--- src/rtl/tods_pkg.sv ---
// Shared types, constants and helpers for the time-of-day set table.
package tods_pkg;

  // Table geometry
  localparam int TABLE_DEPTH = 16;
  localparam int IDX_W       = $clog2(TABLE_DEPTH);
  localparam int CNT_W       = 5;
  localparam int HOUR_W      = 5;
  localparam int MIN_W       = 6;
  localparam int ENTRY_W     = HOUR_W + MIN_W;
  localparam int CHAR_W      = 8;

  // Character and range constants
  localparam logic [CHAR_W-1:0] CHAR_COLON = 8'h3A;
  localparam logic [CHAR_W-1:0] CHAR_ZERO  = 8'h30;
  localparam logic [CHAR_W-1:0] CHAR_NINE  = 8'h39;
  localparam logic [6:0]        HOUR_MAX   = 7'd23;
  localparam logic [6:0]        MIN_MAX    = 7'd59;
  localparam logic [CNT_W-1:0]  MAX_ENTRIES_RST = 5'd16;

  typedef enum logic [1:0] {
    MODE_ADD    = 2'd0,
    MODE_REMOVE = 2'd1,
    MODE_CLEAR  = 2'd2,
    MODE_READ   = 2'd3
  } mode_t;

  typedef enum logic [3:0] {
    ST_OK        = 4'd0,
    ST_NO_COLON  = 4'd1,
    ST_NON_DIGIT = 4'd2,
    ST_RANGE     = 4'd3,
    ST_FULL      = 4'd4,
    ST_DUPLICATE = 4'd5,
    ST_EMPTY     = 4'd6,
    ST_NOT_FOUND = 4'd7,
    ST_BAD_INDEX = 4'd8
  } status_t;

  typedef enum logic [2:0] {
    S_IDLE,
    S_SCAN,
    S_SHIFT,
    S_READ,
    S_FINISH
  } state_t;

  function automatic logic is_digit(input logic [CHAR_W-1:0] c);
    return (c >= CHAR_ZERO) && (c <= CHAR_NINE);
  endfunction

  // Two ASCII digits to a value 0..99
  function automatic logic [6:0] two_digits(input logic [CHAR_W-1:0] tens,
                                            input logic [CHAR_W-1:0] ones);
    logic [CHAR_W-1:0] t;
    logic [CHAR_W-1:0] o;
    t = tens - CHAR_ZERO;
    o = ones - CHAR_ZERO;
    return ({3'b000, t[3:0]} << 3) + ({3'b000, t[3:0]} << 1) + {3'b000, o[3:0]};
  endfunction

endpackage

--- src/rtl/tods_in_if.sv ---
// Command channel: valid/ready handshake with the time text and mode.
interface tods_in_if;
  import tods_pkg::*;

  logic              valid;
  logic              ready;
  logic [1:0]        mode;
  logic [CHAR_W-1:0] hour_tens_char;
  logic [CHAR_W-1:0] hour_ones_char;
  logic [CHAR_W-1:0] separator_char;
  logic [CHAR_W-1:0] minute_tens_char;
  logic [CHAR_W-1:0] minute_ones_char;
  logic [IDX_W-1:0]  entry_index;

  modport source (
    output valid, mode, hour_tens_char, hour_ones_char, separator_char,
           minute_tens_char, minute_ones_char, entry_index,
    input  ready
  );

  modport sink (
    input  valid, mode, hour_tens_char, hour_ones_char, separator_char,
           minute_tens_char, minute_ones_char, entry_index,
    output ready
  );
endinterface

--- src/rtl/tods_out_if.sv ---
// Result channel: valid/ready handshake with status, count and read data.
interface tods_out_if;
  import tods_pkg::*;

  logic              valid;
  logic              ready;
  logic [3:0]        status;
  logic [CNT_W-1:0]  entry_count;
  logic [HOUR_W-1:0] read_hour;
  logic [MIN_W-1:0]  read_minute;

  modport source (
    output valid, status, entry_count, read_hour, read_minute,
    input  ready
  );

  modport sink (
    input  valid, status, entry_count, read_hour, read_minute,
    output ready
  );
endinterface

--- src/rtl/time_of_day_set_table_top.sv ---
// Time-of-day set table: command decode, scan/compaction sequencer and entry store.
//
// Each command beat is taken only while the sequencer is idle; one beat gives one
// result beat. Add and remove walk the stored entries one per cycle through a single
// read port and compare; an add that finds a duplicate at entry p stops there. A
// remove that hits entry p stops scanning there and shifts the tail down one entry
// per cycle. The input is ready again on the cycle the result appears. The finished
// result sits in an output register, so the next command is accepted while it waits;
// if that command finishes before the waiting result is taken, the sequencer holds
// until the register frees up. The max_entries register (reset 16) caps the fill
// level and is written with cfg_we.
module time_of_day_set_table_top
  import tods_pkg::*;
(
  input  logic             clk,
  input  logic             rst_n,
  tods_in_if.sink          in_ch,
  tods_out_if.source       out_ch,
  input  logic             cfg_we,
  input  logic [CNT_W-1:0] cfg_wdata
);

  state_t             state_r, state_nxt;
  mode_t              mode_r, mode_nxt;
  status_t            status_r, status_nxt;
  logic [CNT_W-1:0]   ptr_r, ptr_nxt;
  logic [CNT_W-1:0]   count_r, count_nxt;
  logic [CNT_W-1:0]   max_entries_r;
  logic [ENTRY_W-1:0] key_r, key_nxt;
  logic [HOUR_W-1:0]  rd_hour_r, rd_hour_nxt;
  logic [MIN_W-1:0]   rd_min_r, rd_min_nxt;

  logic               out_valid_r, out_valid_nxt;
  status_t            out_status_r, out_status_nxt;
  logic [CNT_W-1:0]   out_count_r, out_count_nxt;
  logic [HOUR_W-1:0]  out_hour_r, out_hour_nxt;
  logic [MIN_W-1:0]   out_min_r, out_min_nxt;

  logic [ENTRY_W-1:0] entries_r [TABLE_DEPTH];
  logic               mem_we;
  logic [IDX_W-1:0]   mem_waddr;
  logic [ENTRY_W-1:0] mem_wdata;
  logic [IDX_W-1:0]   mem_raddr;
  logic [ENTRY_W-1:0] mem_rdata;

  logic               accept;
  logic [CNT_W-1:0]   limit;
  logic [6:0]         hour_val;
  logic [6:0]         min_val;
  status_t            parse_status;
  logic [ENTRY_W-1:0] parsed_key;

  assign accept = in_ch.valid && in_ch.ready;
  assign limit  = (max_entries_r > CNT_W'(TABLE_DEPTH)) ? CNT_W'(TABLE_DEPTH)
                                                         : max_entries_r;

  // Check the time text: colon, digits, then ranges
  always_comb begin
    hour_val   = two_digits(in_ch.hour_tens_char, in_ch.hour_ones_char);
    min_val    = two_digits(in_ch.minute_tens_char, in_ch.minute_ones_char);
    parsed_key = {hour_val[HOUR_W-1:0], min_val[MIN_W-1:0]};
    if (in_ch.separator_char != CHAR_COLON) begin
      parse_status = ST_NO_COLON;
    end else if (!is_digit(in_ch.hour_tens_char) || !is_digit(in_ch.hour_ones_char) ||
                 !is_digit(in_ch.minute_tens_char) || !is_digit(in_ch.minute_ones_char)) begin
      parse_status = ST_NON_DIGIT;
    end else if (hour_val > HOUR_MAX || min_val > MIN_MAX) begin
      parse_status = ST_RANGE;
    end else begin
      parse_status = ST_OK;
    end
  end

  // Single read port: the shift pass looks one entry ahead
  assign mem_raddr = (state_r == S_SHIFT) ? ptr_r[IDX_W-1:0] + IDX_W'(1)
                                          : ptr_r[IDX_W-1:0];
  assign mem_rdata = entries_r[mem_raddr];

  // Sequencer: next state and datapath control
  always_comb begin
    state_nxt      = state_r;
    mode_nxt       = mode_r;
    status_nxt     = status_r;
    ptr_nxt        = ptr_r;
    count_nxt      = count_r;
    key_nxt        = key_r;
    rd_hour_nxt    = rd_hour_r;
    rd_min_nxt     = rd_min_r;
    mem_we         = 1'b0;
    mem_waddr      = ptr_r[IDX_W-1:0];
    mem_wdata      = mem_rdata;
    out_valid_nxt  = out_valid_r && !out_ch.ready;
    out_status_nxt = out_status_r;
    out_count_nxt  = out_count_r;
    out_hour_nxt   = out_hour_r;
    out_min_nxt    = out_min_r;

    case (state_r)
      S_IDLE: begin
        if (accept) begin
          mode_nxt    = mode_t'(in_ch.mode);
          key_nxt     = parsed_key;
          ptr_nxt     = '0;
          rd_hour_nxt = '0;
          rd_min_nxt  = '0;
          status_nxt  = ST_OK;
          state_nxt   = S_FINISH;
          case (mode_t'(in_ch.mode))
            MODE_ADD: begin
              if (parse_status != ST_OK) begin
                status_nxt = parse_status;
              end else if (count_r >= limit) begin
                status_nxt = ST_FULL;
              end else begin
                state_nxt = S_SCAN;
              end
            end
            MODE_REMOVE: begin
              if (count_r == '0) begin
                status_nxt = ST_EMPTY;
              end else if (parse_status != ST_OK) begin
                status_nxt = ST_NOT_FOUND;
              end else begin
                state_nxt = S_SCAN;
              end
            end
            MODE_CLEAR: begin
              count_nxt = '0;
            end
            MODE_READ: begin
              if ({1'b0, in_ch.entry_index} >= count_r) begin
                status_nxt = ST_BAD_INDEX;
              end else begin
                ptr_nxt   = {1'b0, in_ch.entry_index};
                state_nxt = S_READ;
              end
            end
            default: ;
          endcase
        end
      end

      // Walk the stored entries looking for the key
      S_SCAN: begin
        if (ptr_r == count_r) begin
          state_nxt = S_FINISH;
          if (mode_r == MODE_ADD) begin
            mem_we    = 1'b1;
            mem_waddr = count_r[IDX_W-1:0];
            mem_wdata = key_r;
            count_nxt = count_r + CNT_W'(1);
          end else begin
            status_nxt = ST_NOT_FOUND;
          end
        end else if (mem_rdata == key_r) begin
          if (mode_r == MODE_ADD) begin
            status_nxt = ST_DUPLICATE;
            state_nxt  = S_FINISH;
          end else begin
            state_nxt = S_SHIFT;
          end
        end else begin
          ptr_nxt = ptr_r + CNT_W'(1);
        end
      end

      // Close the gap: move each later entry down by one
      S_SHIFT: begin
        if (ptr_r + CNT_W'(1) < count_r) begin
          mem_we    = 1'b1;
          mem_waddr = ptr_r[IDX_W-1:0];
          mem_wdata = mem_rdata;
          ptr_nxt   = ptr_r + CNT_W'(1);
        end else begin
          count_nxt = count_r - CNT_W'(1);
          state_nxt = S_FINISH;
        end
      end

      S_READ: begin
        rd_hour_nxt = mem_rdata[ENTRY_W-1:MIN_W];
        rd_min_nxt  = mem_rdata[MIN_W-1:0];
        state_nxt   = S_FINISH;
      end

      // Hand the result to the output register once it is free
      S_FINISH: begin
        if (!out_valid_r || out_ch.ready) begin
          out_valid_nxt  = 1'b1;
          out_status_nxt = status_r;
          out_count_nxt  = count_r;
          out_hour_nxt   = rd_hour_r;
          out_min_nxt    = rd_min_r;
          state_nxt      = S_IDLE;
        end
      end

      default: state_nxt = S_IDLE;
    endcase
  end

  // Control registers
  always_ff @(posedge clk) begin
    if (!rst_n) begin
      state_r       <= S_IDLE;
      count_r       <= '0;
      max_entries_r <= MAX_ENTRIES_RST;
      out_valid_r   <= 1'b0;
    end else begin
      state_r     <= state_nxt;
      count_r     <= count_nxt;
      out_valid_r <= out_valid_nxt;
      if (cfg_we) begin
        max_entries_r <= cfg_wdata;
      end
    end
  end

  // Payload registers
  always_ff @(posedge clk) begin
    mode_r       <= mode_nxt;
    status_r     <= status_nxt;
    ptr_r        <= ptr_nxt;
    key_r        <= key_nxt;
    rd_hour_r    <= rd_hour_nxt;
    rd_min_r     <= rd_min_nxt;
    out_status_r <= out_status_nxt;
    out_count_r  <= out_count_nxt;
    out_hour_r   <= out_hour_nxt;
    out_min_r    <= out_min_nxt;
  end

  // Entry store
  always_ff @(posedge clk) begin
    if (mem_we) begin
      entries_r[mem_waddr] <= mem_wdata;
    end
  end

  assign in_ch.ready        = (state_r == S_IDLE);
  assign out_ch.valid       = out_valid_r;
  assign out_ch.status      = out_status_r;
  assign out_ch.entry_count = out_count_r;
  assign out_ch.read_hour   = out_hour_r;
  assign out_ch.read_minute = out_min_r;

endmodule

--- src/flat_wrapper.sv ---
// flat-port wrapper written by rule: the top's interface ports become plain ports
module time_of_day_set_table_top_flat import tods_pkg::*;
  (clk, rst_n, cfg_we, cfg_wdata, in_ch_valid, in_ch_mode, in_ch_hour_tens_char, in_ch_hour_ones_char, in_ch_separator_char, in_ch_minute_tens_char, in_ch_minute_ones_char, in_ch_entry_index, in_ch_ready, out_ch_valid, out_ch_status, out_ch_entry_count, out_ch_read_hour, out_ch_read_minute, out_ch_ready);
  tods_in_if in_ch_i ();
  tods_out_if out_ch_i ();
  input  logic clk;
  input  logic rst_n;
  input  logic cfg_we;
  input  logic [CNT_W-1:0] cfg_wdata;
  input wire logic [$bits(in_ch_i.valid)-1:0] in_ch_valid;
  input wire logic [$bits(in_ch_i.mode)-1:0] in_ch_mode;
  input wire logic [$bits(in_ch_i.hour_tens_char)-1:0] in_ch_hour_tens_char;
  input wire logic [$bits(in_ch_i.hour_ones_char)-1:0] in_ch_hour_ones_char;
  input wire logic [$bits(in_ch_i.separator_char)-1:0] in_ch_separator_char;
  input wire logic [$bits(in_ch_i.minute_tens_char)-1:0] in_ch_minute_tens_char;
  input wire logic [$bits(in_ch_i.minute_ones_char)-1:0] in_ch_minute_ones_char;
  input wire logic [$bits(in_ch_i.entry_index)-1:0] in_ch_entry_index;
  output wire logic [$bits(in_ch_i.ready)-1:0] in_ch_ready;
  output wire logic [$bits(out_ch_i.valid)-1:0] out_ch_valid;
  output wire logic [$bits(out_ch_i.status)-1:0] out_ch_status;
  output wire logic [$bits(out_ch_i.entry_count)-1:0] out_ch_entry_count;
  output wire logic [$bits(out_ch_i.read_hour)-1:0] out_ch_read_hour;
  output wire logic [$bits(out_ch_i.read_minute)-1:0] out_ch_read_minute;
  input wire logic [$bits(out_ch_i.ready)-1:0] out_ch_ready;
  assign in_ch_i.valid = in_ch_valid;
  assign in_ch_i.mode = in_ch_mode;
  assign in_ch_i.hour_tens_char = in_ch_hour_tens_char;
  assign in_ch_i.hour_ones_char = in_ch_hour_ones_char;
  assign in_ch_i.separator_char = in_ch_separator_char;
  assign in_ch_i.minute_tens_char = in_ch_minute_tens_char;
  assign in_ch_i.minute_ones_char = in_ch_minute_ones_char;
  assign in_ch_i.entry_index = in_ch_entry_index;
  assign in_ch_ready = in_ch_i.ready;
  assign out_ch_valid = out_ch_i.valid;
  assign out_ch_status = out_ch_i.status;
  assign out_ch_entry_count = out_ch_i.entry_count;
  assign out_ch_read_hour = out_ch_i.read_hour;
  assign out_ch_read_minute = out_ch_i.read_minute;
  assign out_ch_i.ready = out_ch_ready;
  time_of_day_set_table_top u_core (.clk(clk), .rst_n(rst_n), .in_ch(in_ch_i), .out_ch(out_ch_i), .cfg_we(cfg_we), .cfg_wdata(cfg_wdata));
endmodule
--- config.mk ---
export PLATFORM = sky130hd
export DESIGN_NAME = time_of_day_set_table_top_flat
export DESIGN_NICKNAME = d
export VERILOG_FILES = /design/src/rtl/tods_pkg.sv /design/src/rtl/tods_in_if.sv /design/src/rtl/tods_out_if.sv /design/src/rtl/time_of_day_set_table_top.sv /design/src/flat_wrapper.sv
export SDC_FILE = /design/constraint.sdc
export NUM_CORES = 1
export LEC_CHECK = 0
export BUFFER_PORTS_ARGS = -buffer_cell sky130_fd_sc_hd__buf_4
export CORE_ASPECT_RATIO = 0.9
export CORE_MARGIN = 2
export CORE_UTILIZATION = 40
export DETAILED_ROUTE_END_ITERATION = 8
export REMOVE_ABC_BUFFERS = 1
export SLEW_MARGIN = 40
export SYNTH_ARGS = -nofsm -noshare
export SYNTH_HDL_FRONTEND = slang
export SYNTH_SLANG_ARGS = --single-unit
--- constraint.sdc ---
create_clock -name clk -period 4 [get_ports clk]
set_input_delay 0.2 -clock clk [delete_from_list [all_inputs] [get_ports clk]]
set_output_delay 0.2 -clock clk [all_outputs]
set_load 0.02 [all_outputs]
==> metrics.md <==
| Metric | Value |
|---|---|
| Maximum VDD drop | 0.333 mV |
| Fmax | 258 MHz |
| Die area | 33,500 um2 |
| Most common cell after layout, fill and taps aside | edfxtp_1 |
| Hpwl dp | 22.7 mm |
| # IOs | 78 |
| Layout area overhead | 20.1% |
| Crit path max fanout | 12 |
| Synth Flop Type | edfxtp_1 |
| Synthesized area | 12,800 um2 |
| Met2 usage | 29.2% |
| Max cap viols | 0 |
| FP Rows | 62 |
| Share of cells above drive strength 1 | 25.4% |
| Post-synth EDFFs | 229 |
| First-pass GRT wire length | 49.2 mm |
| Synthesized area per cell | 13.4 um2 |
| Busiest layer in global routing | met2 |
| Worst-margin pin slew | 0.739 ns |
| Root Buffer Master | clkbuf_16 |
| Total grt overflow | 0 |
| DR iter-0 viols | 854 |
| Sink Count | 243 |
| Commonest non-fill, non-tap cells in the layout | edfxtp_1 (229), buf_4 (150), mux2i_1 (110) |
| Fill cell count | 2,758 |
| First-pass iteration count of the detailed router | 5 |
| CTS max path bufs | 3 |
| PortBufs | 77 |
| Leak pwr | 5.73 nW |
| WL final | 32.5 mm |
| Slowest cell on the critical path | edfxtp_1 |
| Crit Path Class | reg2reg |
| Initial Util | 40.4% |
| Vias in the first global route | 8,315 |
| Vias/cell | 5.62 |
| Final hold viol count | 0 |
| Setup crit end kind | flop |
| Slew Limit Fails | 0 |
| CTS tree | done |
| Max H-tree Level | 1 |
| Pin count of the biggest net entering global routing | 74 |
| Final-stage net count | 1,190 |
| Final period util | 96.8% |
| Met1 GRT Util | 28.6% |
| Core area | 31,700 um2 |
| Hold crit path type | in2reg |
| Worst EP arrival | 4.12 ns |
| GRT Overall Usage | 19.2% |
| Reg2reg setup slack | 0.13 ns |
| Yosys warnings | 0 |
| Die W | 193 um |
| Post-route minimum period | 3.87 ns |
| Status | finished, final reports clean |
| Worst-Skew Late Latency | 0.55 ns |
| Die Ht | 174 um |
| Clock Skew | 0.0219 ns |
| Ys async rst share | 0% |
| Setup Viol. Count Final | 0 |
| Worst path max stage delay | 0.52 ns |
| Worst setup SP type | flop |
| Cell mode on critical path | buf_4 |
| Antenna fix cells | 0 |
| Yosys reg bits | 243 |
| Seq/Total Area, Yosys | 55.8% |
| DR WL/cell | 21.2 um |
| Power Dens Cells | 458 nW/um2 |
| Reg clk slew, reported paths | 0.07 ns |
| Post-route worst setup slack | 0.129 ns |
| Routability cong. | 0.831 |
| Detailed-route via count | 8,603 |
| Critical path cell sequence | ha_4, and4bb_4, xnor2_4, buf_4, buf_4, mux2i_1, mux2_2, o211a_1, or3_4, a2111oi_4, nand4_1, a31oi_1, buf_4 |
| Grt met3 use | 2.81% |
| CP top delay family | simple AND/OR/NAND/NOR gates |
| Yosys cell types | 76 |
| Critical Path RT | 4.24 ns |
| Final core utilization | 48.5% |
| CTS Buf Count | 25 |
| DRC | 0 |
| Worst slew margin | 50.7% |
| Critical path buffers and inverters | 3 |
| Post-DRT Antenna Nets | 0 |
| Mapped Cells | 954 |
| Dpl ws | -0.0293 ns |
| Initial antenna violation count | 0 |
-- power by group --
group          internal [mW]  leakage [nW]  switching [mW]  total [mW]
registers               3.04          2.21          0.0517        3.09
logic                  0.684          3.11           0.936        1.62
clock network           1.35         0.415           0.990        2.34
total                   5.07          5.73            1.98        7.05
-- worst min-delay path: stages --
cell and delay (ns):
buf_4 0.13, mux2i_1 0.08, nor2b_1 0.09
-- stage by stage --
step                      total power, mW   TNS, ns  cells  instance area, um2  hold WS, ns
after CTS                            7.05         0   1525               15300      0.00184
after floorplan                      4.15   -994.96    899               12600        0.299
after detailed placement             4.70    -0.169   1463               14300        0.388
after global placement               4.68         0   1463               14300        0.388
final                                7.05         0   1532               15400       0.0115
after global routing                 7.33  -0.00259   1532               15400       0.0286
-- cells in the mapped netlist, drive strengths merged (4+ instances only) --
library cell	n	area share, %
or2	4	0.20
inv	31	0.91
xnor2	15	1.1
clkbuf	18	0.53
a22oi	4	0.23
buf	37	1.4
nand4bb	4	0.35
nor2	61	1.8
nand4	9	0.44
or3	9	0.52
nand2b	11	0.54
a32oi	7	0.48
ha	32	3.1
o21a	4	0.23
o21ai	30	1.2
fa	5	0.78
mux4	51	9.0
a21oi	28	1.1
o211ai	5	0.29
nand2	76	2.3
mux2	7	0.61
nor3	26	1.0
a21o	11	0.64
xor2	11	0.75
nor2b	12	0.59
mux2i	111	8.7
edfxtp	229	54
a21boi	5	0.29
o22ai	9	0.44
dfxtp	14	2.2
nand3	25	0.98
-- area by class of cell --
cell class	count	area (um2)	share of cell area (%)
Multi-Input combinational cell	625	5380	35.0
Inverter	31	116	0.756
Clock inverter	20	200	1.30
Clock buffer	26	629	4.09
Tap cell	416	520	3.38
Timing Repair Buffer	171	1390	9.03
Sequential cell	243	7160	46.5
-- what timing repair did --
item                                    CTS  global route
endpoints found under the hold margin    12             0
resized for setup                         1             3
gates cloned                              0             1
pin swaps                                 0             2
setup buffers                             0             6
endpoints found under the setup margin    9           140
hold buffers                             16             0
-- state kept, by name, summed over array words and instances (netlist names) --
register	count
u_core.key_r	11
u_core.status_r	4
u_core.state_r	3
u_core.rd_hour_r	5
u_core.max_entries_r	5
u_core.entries_r	176
u_core.out_ch.read_hour	5
u_core.rd_min_r	6
u_core.out_ch.entry_count	5
u_core.out_ch.valid	1
u_core.ptr_r	5
u_core.mode_r	2
u_core.out_ch.status	4
u_core.count_r	5
u_core.out_ch.read_minute	6
-- final timing paths --
| path | startpoint | to | depth (start not counted) |
|---|---|---|---|
| worst max register to register | u_core.ptr_r[1] | u_core.status_r[3] | 13 |
| worst min-delay path | cfg_we | u_core.max_entries_r[3] | 3 |
| worst max-delay path | u_core.ptr_r[1] | u_core.status_r[3] | 13 |
| worst min register to register | u_core.rd_hour_r[0] | u_core.out_ch.read_hour[0] | 0 |
-- metal layers --
metal / share of wire (%) / wire length (um)
met1: 46 / 14900
met4: 2.7 / 873
met3: 5.5 / 1790
met2: 46 / 15000
met5: 0 / 0
-- kinds of logic after synthesis --
logic type                 Yosys count  synth area share [%]
xor gates and xnor gates            26                  1.84
buffers and inverters               86                  2.87
muxes                              169                  18.2
and+or+nand+nor                    254                  9.77
DFF                                243                  55.8
adders and majority gates           37                  3.90
AOI/OAI and AO/OA                  139                  7.55
Power figures use the tool's default switching activity.
